--- src/rtl/mcpl_div_pipe.sv ---
`timescale 1ns / 1ps
// Pipelined restoring divider, one quotient bit per register stage.
// Depends on nothing; instanced by the limiter core.
module mcpl_div_pipe #(
	parameter int DW = 16,
	parameter int QW = 16
) (
	input  logic          clk,
	input  logic [DW-1:0] rem_init,
	input  logic [QW-1:0] num_low,
	input  logic [DW-1:0] divisor,
	output logic [QW-1:0] quotient
);
	// Numerator is {rem_init, num_low}; rem_init must be below the divisor,
	// so the quotient fits QW bits.
	logic [DW-1:0] rem_s [0:QW-1];
	logic [DW-1:0] dvs_s [0:QW-1];
	logic [QW-1:0] low_s [0:QW-1];
	logic [QW-1:0] quo_s [0:QW];

	assign rem_s[0] = rem_init;
	assign dvs_s[0] = divisor;
	assign low_s[0] = num_low;
	assign quo_s[0] = '0;

	for (genvar k = 0; k < QW; k++) begin : g_step
		logic [DW:0] trial;
		logic        ge;

		// Shift in the next numerator bit and try to subtract
		always_comb begin
			trial = {rem_s[k], low_s[k][QW-1]};
			ge    = (trial >= {1'b0, dvs_s[k]});
		end

		always_ff @(posedge clk) begin
			quo_s[k+1] <= {quo_s[k][QW-2:0], ge};
		end

		// Advance remainder, divisor and remaining numerator bits
		if (k < QW - 1) begin : g_carry
			always_ff @(posedge clk) begin
				rem_s[k+1] <= ge ? DW'(trial - {1'b0, dvs_s[k]}) : trial[DW-1:0];
				dvs_s[k+1] <= dvs_s[k];
				low_s[k+1] <= low_s[k] << 1;
			end
		end
	end

	assign quotient = quo_s[QW];

endmodule

--- config.mk ---
export PLATFORM = sky130hd
export DESIGN_NAME = mcpl_div_pipe
export DESIGN_NICKNAME = d
export VERILOG_FILES = /design/src/rtl/mcpl_div_pipe.sv
export SDC_FILE = /design/constraint.sdc
export NUM_CORES = 1
export LEC_CHECK = 0
export ABC_AREA = 1
export BUFFER_PORTS_ARGS = -buffer_cell sky130_fd_sc_hd__buf_2
export CAP_MARGIN = 10
export CORE_UTILIZATION = 45
export DETAILED_ROUTE_END_ITERATION = 10
export GPL_TIMING_DRIVEN = 0
export PLACE_DENSITY = 0.57
export SLEW_MARGIN = 20
export SYNTH_ARGS = -nofsm -noshare
export SYNTH_HDL_FRONTEND = slang
export SYNTH_SLANG_ARGS = --single-unit
--- constraint.sdc ---
create_clock -name clk -period 3.1 [get_ports clk]
set_input_delay 0.31 -clock clk [delete_from_list [all_inputs] [get_ports clk]]
set_output_delay 0.31 -clock clk [all_outputs]
set_load 0.01 [all_outputs]
==> out/metrics.yaml, run 1 <==
outcome: "complete, no violations"
whs_path_depth: 7
r2r-end: "g_step[10].trial[9]$_DFF_P_"
num-nets-final: 5503
fp.dieH_um: 283
drt_wl_total_um: 86600
cp-start-kind: "register"
clock_latency_ns: 0.63
die_width_um: 283
ys_seq_elements: 736
post-route-min-period_ns: 2.22
post_cts_buffers: 0
port_buffers: 64
r2r_start: "dvs_s[106]$_DFF_P_"
hold_viol: 0
syn2layout_area_growth_pct: 13.6
path_clk_slew_ns: 0.07
grt_antenna_before_repair: 0
io_pins: 65
dieArea_mm2: 0.0800
rows: 102
cp.arrival_ns: 2.73
syn_inst: 4990
tightest_slew_ns: 0.583
cts_sinks: 736
hold_slack_ns: 0.285
detail-route-antenna-nets: 0
n_fill_cell: 7819
postSynthAreaPerCell_um2: 7.12
num_antenna_cells: 0
fin_ws_ns: 0.884
overflow: 0
slew_headroom_pct: 60.8
start_util_pct: 45.7
drt_iter0_drc: 1758
syn_area_mm2: 0.0355
slew_viol_final: 0
dr.pass1.iters: 6
hold_end: "g_step[1].trial[1]$_DFF_P_"
cts_made_buffers: 80
setup-violations-final: 0
num_vias: 29083
root_buffer: "clkbuf_16"
drc: 0
crit_type: "reg2reg"
grt_pass1_wl_um: 141000
finalCritPeriodShare_pct: 71.5
yosys_warnings: 0
ff2ff_setup_slack_ns: 0.88
htree_levels: 3
setup_tns_ns: 0
drive_gt1_share_pct: 6.73
cap_violations: 0
yosysUniqueCellTypes: 37
grt_pass1_vias: 27766
cts_buffer_depth: 3
wl_per_cell_um: 13.8
multi_input_area_mm2: 0.0166
rsz0062_at_grt: "no"
synth_nets: 5310
fmaxAchievable_ghz: 0.451
critical_path.endpoint_type: "register"
cts_resized: 0
powerDensity_mw_per_mm2: 1070
tritoncts: "yes"
gp_congestion: 0.918
grt_max_degree: 15
yosysSeqAreaShare_pct: 41.5
vias_per_cell: 4.63
hold_path_class: "in2reg"
skew_ns: 0.0215
crit_fanout: 10
ir_drop_mv: 0.581
min_from: "rem_init[15]"
worst-r2r-cell-count: 13
pre_cts_ws_ns: 0.873
crit_required_ns: 3.61
coreArea_mm2: 0.0777
seqCellArea_mm2: 0.0147
grt_use_total_pct: 21.8
dp_hpwl_um: 70000
leakage_nw: 23.0
## worst max path at each step
stage | startpoint | end | slack [ns] | cells after the start
after floorplan | g_step[4].trial[0]$_DFF_P_ | g_step[5].trial[9]$_DFF_P_ | 1.37 | 10
after global placement | dvs_s[184]$_DFF_P_ | g_step[5].trial[1]$_DFF_P_ | 0.87 | 12
after detailed placement | dvs_s[183]$_DFF_P_ | g_step[5].trial[1]$_DFF_P_ | 0.87 | 12
after CTS | dvs_s[183]$_DFF_P_ | g_step[5].trial[1]$_DFF_P_ | 0.87 | 12
after global routing | dvs_s[205]$_DFF_P_ | g_step[4].trial[9]$_DFF_P_ | 0.70 | 12
final | dvs_s[106]$_DFF_P_ | g_step[10].trial[9]$_DFF_P_ | 0.88 | 13
## final cells by class
type,instances,area share (%)
Multi-Input combinational cell,3217,41.2
Buffer,68,1.33
Timing Repair Buffer,111,1.96
Inverter,969,9.02
Clock inverter,37,1.22
Tap cell,1040,3.23
Sequential cell,736,36.5
Clock buffer,108,5.57
## report_power, final
group          internal, W  switching, W  total [W]
combinational      0.00728        0.0127     0.0200
clock              0.00561       0.00393    0.00954
sequential          0.0122       0.00156     0.0138
total               0.0251        0.0182     0.0433
## worst max-delay path: stages, from the launching register on
cell and delay, ns:
dfxtp_1 0.47, inv_1 0.08, ha_1 0.36, nand2_1 0.15
inv_1 0.07, nand2_1 0.08, nor2_1 0.08, nand3b_1 0.08
nand2_1 0.08, nor2_4 0.23, nand2_4 0.14, buf_6 0.17
nand2_1 0.05, nand2_1 0.08
## timing repair
| action | 4_1_cts | 5_1_grt |
|---|---|---|
| hold buffers | 47 | 0 |
| endpoints found under the setup margin | 0 | 0 |
| hold endpoints to repair | 47 | 0 |
## cell usage after synthesis
cell | count | area (µm²)
a21o_1 | 1 | 7.51
a21oi_1 | 137 | 686
and2_1 | 12 | 75.1
and3_1 | 9 | 56.3
buf_12 | 2 | 40.0
buf_2 | 22 | 110
buf_4 | 23 | 173
buf_6 | 16 | 180
buf_8 | 1 | 15.0
clkbuf_2 | 4 | 20.0
dfxtp_1 | 736 | 14700
fa_1 | 15 | 300
ha_1 | 256 | 3200
inv_1 | 962 | 3610
inv_2 | 7 | 26.3
nand2_1 | 1847 | 6930
nand2_2 | 29 | 181
nand2_4 | 14 | 158
nand3_1 | 391 | 1960
nand3_2 | 7 | 70.1
nand3b_1 | 38 | 285
nand4_1 | 66 | 413
nor2_1 | 188 | 706
nor2_2 | 6 | 37.5
nor2_4 | 12 | 135
nor3_1 | 47 | 235
nor3_2 | 1 | 10.0
nor3b_2 | 1 | 12.5
nor4_1 | 2 | 12.5
nor4_2 | 4 | 50.1
o21a_1 | 12 | 90.1
o21ai_0 | 9 | 45.0
o21ai_1 | 3 | 15.0
o21bai_1 | 9 | 67.6
or2_2 | 9 | 56.3
xnor2_1 | 22 | 193
xor2_1 | 70 | 613
## logic make-up after synthesis
group | after synthesis | synth area share (%)
flip-flops | 736 | 41.5
buffers and inverters | 1037 | 11.8
AO/OA/AOI/OAI | 171 | 2.56
adder cells (fa/ha/maj) | 271 | 9.87
AND/OR/NAND/NOR | 2683 | 32.1
XOR/XNOR | 92 | 2.27
## placed cells by master (no fill, tap or decap), types with 7 or more instances in the layout
| cell | count |
|---|---|
| inv_1 | 962 |
| nand2_4 | 14 |
| buf_4 | 23 |
| nand2_1 | 1847 |
| xnor2_1 | 22 |
| o21ai_0 | 9 |
| a21oi_1 | 137 |
| clkbuf_8 | 14 |
| clkbuf_16 | 80 |
| ha_1 | 256 |
| nor3_1 | 47 |
| clkinv_2 | 14 |
| nand3b_1 | 38 |
| and3_1 | 9 |
| nor2_4 | 12 |
| nand3_2 | 7 |
| buf_2 | 86 |
| dlygate4sd3_1 | 47 |
| or2_2 | 9 |
| clkbuf_1 | 14 |
| dfxtp_1 | 736 |
| nand2_2 | 29 |
| nand4_1 | 66 |
| o21bai_1 | 9 |
| inv_2 | 7 |
| nand3_1 | 391 |
| buf_6 | 16 |
| nor2_1 | 188 |
| and2_1 | 12 |
| o21a_1 | 12 |
| xor2_1 | 70 |
| fa_1 | 15 |
## sequential cells by signal (all words and copies together) (netlist names)
| register | count |
|---|---|
| quotient | 16 |
| low_s | 105 |
| g_step.trial | 255 |
| dvs_s | 240 |
| quo_s | 120 |
## per-stage QoR
stage	cells	util (%)	total power, W	instance area (µm²)
CTS	6286	51.9	0.0437	40300
detailed placement	6094	47.8	0.0339	37100
floorplan	4990	-	0.0286	35500
global route	6286	51.9	0.0474	40300
global placement	6094	47.8	0.0338	37100
finish	6286	51.9	0.0433	40300
## per-layer routing
| metal | global-route usage [%] | vias up | part of all wire [%] |
|---|---|---|---|
| met5 | 0 | - | 0 |
| met4 | 6.03 | 0 | 2.3 |
| met3 | 2.58 | 117 | 4.0 |
| met2 | 38.7 | 520 | 48 |
| met1 | 27.7 | 12865 | 45 |
| li1 | - | 15581 | - |
(Power assumes the default switching activity.)
==> inputs of run 2 (changes only) <==
- PLACE_DENSITY: 0.57 -> 0.6
- clock period: 3.1 -> 2 ns (I/O delays scaled with it)
==> out/metrics.yaml, run 2 (synthesized netlist as in run 1, its figures left out) <==
io_pins: 65
rows: 102
critical_path.endpoint_type: "register"
ir_drop_mv: 0.880
fin_ws_ns: 0.0882
detail-route-antenna-nets: 0
hold_viol: 0
htree_levels: 3
dieArea_mm2: 0.0800
postPlaceCellArea_mm2: 0.0371
outcome: "complete, no violations"
worst-r2r-cell-count: 11
cp.arrival_ns: 2.46
grt_max_degree: 17
drive_gt1_share_pct: 15.6
post-route-min-period_ns: 1.91
die_width_um: 283
grt_pass1_wl_um: 142000
cts_sinks: 736
overflow: 0
r2r-end: "g_step[10].trial[8]$_DFF_P_"
skew_ns: 0.0256
coreArea_mm2: 0.0777
root_buffer: "clkbuf_16"
crit_chain: "ha_4 -> nand2_2 -> inv_1 -> nand2_1 -> nor2_4 -> nand3b_1 -> nand2_1 -> nor2_4 -> buf_2 -> nand3_1 -> nand2_1"
powerDensity_mw_per_mm2: 1670
leakage_nw: 23.5
gp_congestion: 0.927
drt_iter0_drc: 1690
postLayoutCellArea_mm2: 0.0434
wl_per_cell_um: 14.2
r2r_start: "g_step[9].trial[10]$_DFF_P_"
final_util_pct: 55.8
setup-violations-final: 0
slew_viol_final: 0
grt_pass1_vias: 28154
grt_use_total_pct: 21.9
grt_antenna_before_repair: 1
ff2ff_setup_slack_ns: 0.09
min_from: "num_low[5]"
cts_buffer_depth: 3
max_stage_delay_ns: 0.46
crit_required_ns: 2.54
final_common_cell: "nand2_1"
dp_hpwl_um: 69600
crit_cells: 11
largest_reg_flops: 255
drt_wl_total_um: 89900
drc: 0
pre_cts_ws_ns: -0.234
placed_cells: 6094
num_vias: 29854
whs_path_depth: 2
crit_family: "simple AND/OR/NAND/NOR gates"
dr.pass1.iters: 6
path_clk_slew_ns: 0.06
crit_slowest_cell: "dfxtp_1"
crit_fanout: 10
clock_latency_ns: 0.63
port_buffers: 64
num_antenna_cells: 0
cts_made_buffers: 79
fp.dieH_um: 283
crit_top_cell: "nand2_1"
cap_violations: 0
setup_tns_ns: 0
num-nets-final: 5564
slew_headroom_pct: 68.4
crit_type: "reg2reg"
rsz0062_at_grt: "yes"
finalCritPeriodShare_pct: 95.6
syn2layout_area_growth_pct: 22.2
start_util_pct: 45.7
tritoncts: "yes"
fmaxAchievable_ghz: 0.523
worst-path-buf-inv: 2
vias_per_cell: 4.70
hold_end: "low_s[230]$_DFF_P_"
cp-start-kind: "register"
tightest_slew_ns: 0.469
layout.cells.non_filler: 6346
hold_path_class: "in2reg"
final_cell_mix: "nand2_1, inv_1, dfxtp_1"
[run 2: what timing repair did]
action / 4_1_cts / 5_1_grt
buffers inserted: 25 / 41
pin swaps: 19 / 40
hold endpoints to repair: 47 / 0
hold buffers: 47 / 0
gates cloned: 0 / 1
gates resized for setup: 104 / 406
setup endpoints to repair: 166 / 234
[run 2: power breakdown]
| part | switching, W | leakage (nW) | internal (W) |
|---|---|---|---|
| clock | 0.00607 | 1.33 | 0.00904 |
| sequential | 0.00298 | 6.21 | 0.0190 |
| combinational | 0.0209 | 15.9 | 0.0145 |
| total | 0.0299 | 23.5 | 0.0425 |
[run 2: layout make-up]
cell class                 count  area (µm²)
buffer                        63         597
inverter                     969        3640
timing repair buffer         178        1320
clock buffer                 105        2250
sequential                   736       14900
multi-input combinational   3217       18900
tap                         1040        1300
clock inverter                38         510
fill                        7290       34300
[run 2: routing by layer]
metal / part of all wire [%] / GRT usage (%)
met4: 3.0 / 7.38
met1: 46 / 28.2
met2: 47 / 38.1
met3: 4.0 / 2.42
met5: 0 / 0
[run 2: per-stage QoR]
stage               hold WS (ns)  power [W]
floorplan                  0.228     0.0444
CTS                        0.142     0.0690
detailed placement         0.304     0.0525
global placement           0.303     0.0523
finish                     0.212     0.0724
global route               0.192     0.0788
[run 2: worst max-delay path by stage]
| stage | start | end | slack [ns] |
|---|---|---|---|
| 3_5_place_dp | dvs_s[106]$_DFF_P_ | g_step[10].trial[8]$_DFF_P_ | -0.23 |
| 4_1_cts | dvs_s[135]$_DFF_P_ | g_step[8].trial[10]$_DFF_P_ | 0.0001 |
| 3_3_place_gp | dvs_s[106]$_DFF_P_ | g_step[10].trial[8]$_DFF_P_ | -0.26 |
| 6_report | g_step[9].trial[10]$_DFF_P_ | g_step[10].trial[8]$_DFF_P_ | 0.09 |
| 5_1_grt | dvs_s[217]$_DFF_P_ | g_step[3].trial[12]$_DFF_P_ | -0.03 |
| 2_1_floorplan | g_step[4].trial[0]$_DFF_P_ | g_step[5].trial[9]$_DFF_P_ | 0.27 |
==> inputs of run 3 (changes only) <==
- CTS_BUF_LIST: unset -> sky130_fd_sc_hd__clkbuf_4 sky130_fd_sc_hd__clkbuf_8 sky130_fd_sc_hd__clkbuf_16
- PLACE_DENSITY: 0.6 -> 0.64
==> out/metrics.yaml, run 3 (synthesized netlist as in run 1, its figures left out) <==
outcome: "complete, no violations"
gp_congestion: 0.895
dieArea_mm2: 0.0800
die_width_um: 283
clock_latency_ns: 0.63
tritoncts: "yes"
io_pins: 65
ir_drop_mv: 0.984
grt_antenna_before_repair: 1
tightest_slew_ns: 0.540
syn2layout_area_growth_pct: 22.8
final_common_cell: "nand2_1"
dr.pass1.iters: 6
num_vias: 30128
hold_slack_ns: 0.189
cap_violations: 0
root_buffer: "clkbuf_16"
fp.dieH_um: 283
placed_cells: 6094
slew_viol_final: 0
grt_pass1_vias: 27857
grt_pass1_wl_um: 140000
hold_path_class: "in2reg"
crit_type: "in2reg"
leakage_nw: 23.6
wl_per_cell_um: 14.1
num-nets-final: 5583
crit_required_ns: 2.50
cp.arrival_ns: 2.45
n_fill_cell: 7233
port_buffers: 64
post-route-min-period_ns: 1.95
grt_max_degree: 16
slew_headroom_pct: 63.6
start_util_pct: 45.7
drt_wl_total_um: 89900
overflow: 0
critical_path.endpoint_type: "register"
cp-start-kind: "input port"
coreArea_mm2: 0.0777
largest_reg_flops: 255
cts_buffer_depth: 3
final_cell_mix: "nand2_1, inv_1, dfxtp_1"
crit_fanout: 10
fmaxAchievable_ghz: 0.514
powerDensity_mw_per_mm2: 1680
htree_levels: 3
dp_hpwl_um: 68600
path_clk_slew_ns: 0.06
setup-violations-final: 0
drt_iter0_drc: 1901
skew_ns: 0.0315
vias_per_cell: 4.73
cts_made_buffers: 77
multi_input_area_mm2: 0.0189
layout.cells.non_filler: 6363
rows: 102
hold_viol: 0
seqCellArea_mm2: 0.0148
finalCritPeriodShare_pct: 97.3
detail-route-antenna-nets: 0
drc: 0
grt_use_total_pct: 21.5
drive_gt1_share_pct: 15.8
cts_sinks: 736
-- run 3: per-stage QoR --
| stage | setup TNS [ns] | total power (W) | area, µm² | worst slack (ns) | util, % |
|---|---|---|---|---|---|
| CTS | 0 | 0.0694 | 41100 | 0.000444 | 52.9 |
| floorplan | 0 | 0.0444 | 35500 | 0.274 | - |
| finish | 0 | 0.0733 | 43600 | 0.0533 | 56.1 |
| global route | -0.593 | 0.0794 | 43600 | -0.0405 | 56.1 |
| global placement | -14.25 | 0.0522 | 37100 | -0.244 | 47.8 |
| detailed placement | -14.73 | 0.0524 | 37100 | -0.267 | 47.8 |
-- run 3: report_power, final --
group	switching (W)	internal (W)	total, W	leakage, nW
clock	0.00581	0.00973	0.0155	1.38
sequential	0.00298	0.0190	0.0220	6.21
combinational	0.0210	0.0147	0.0358	16.0
-- run 3: layout make-up --
type / instances / share of cell area, %
diodes: 1 / 0.00574
plain buffers: 64 / 1.37
clock buffers: 97 / 4.93
clock inverters: 41 / 1.53
inverters: 969 / 8.34
multi-input cells: 3217 / 43.4
flip-flops and latches: 736 / 34.0
well taps: 1040 / 2.98
repair buffers: 198 / 3.42
-- run 3: path summary, 6_finish.rpt --
check | start | to | slack [ns] | depth (start not counted)
max | divisor[3] | g_step[1].trial[12]$_DFF_P_ | 0.05 | 15
min | rem_init[15] | g_step[1].trial[4]$_DFF_P_ | 0.19 | 7
max reg2reg | dvs_s[169]$_DFF_P_ | g_step[6].trial[7]$_DFF_P_ | 0.06 | 11
min reg2reg | quo_s[66]$_DFF_P_ | quo_s[51]$_DFF_P_ | 0.31 | 0
-- run 3: what timing repair did --
action / CTS / global route
gates resized for setup: 102 / 391
buffers inserted: 27 / 57
hold buffers: 47 / 0
gates cloned: 0 / 3
setup endpoints to repair: 179 / 223
hold endpoints to repair: 47 / 0
pin swaps: 19 / 58
-- run 3: critical path, stage by stage --
cell and delay, ns:
dlygate4sd3_1 0.57, buf_2 0.15, inv_1 0.06, ha_1 0.35, nand2_2 0.12, inv_1 0.04, nand2_1 0.07, nand3_1 0.07
nand2_1 0.10, nand3_1 0.14, nand2_4 0.17, nand2_4 0.12, buf_6 0.17, nand2_1 0.06, nand2_1 0.05
-- run 3: routing by layer --
metal	track usage, %	part of all wire [%]	wire length, µm
met1	27.0	44	39600
met2	38.0	49	43700
met3	2.78	4.2	3810
met4	6.45	3.1	2770
met5	0	0	0
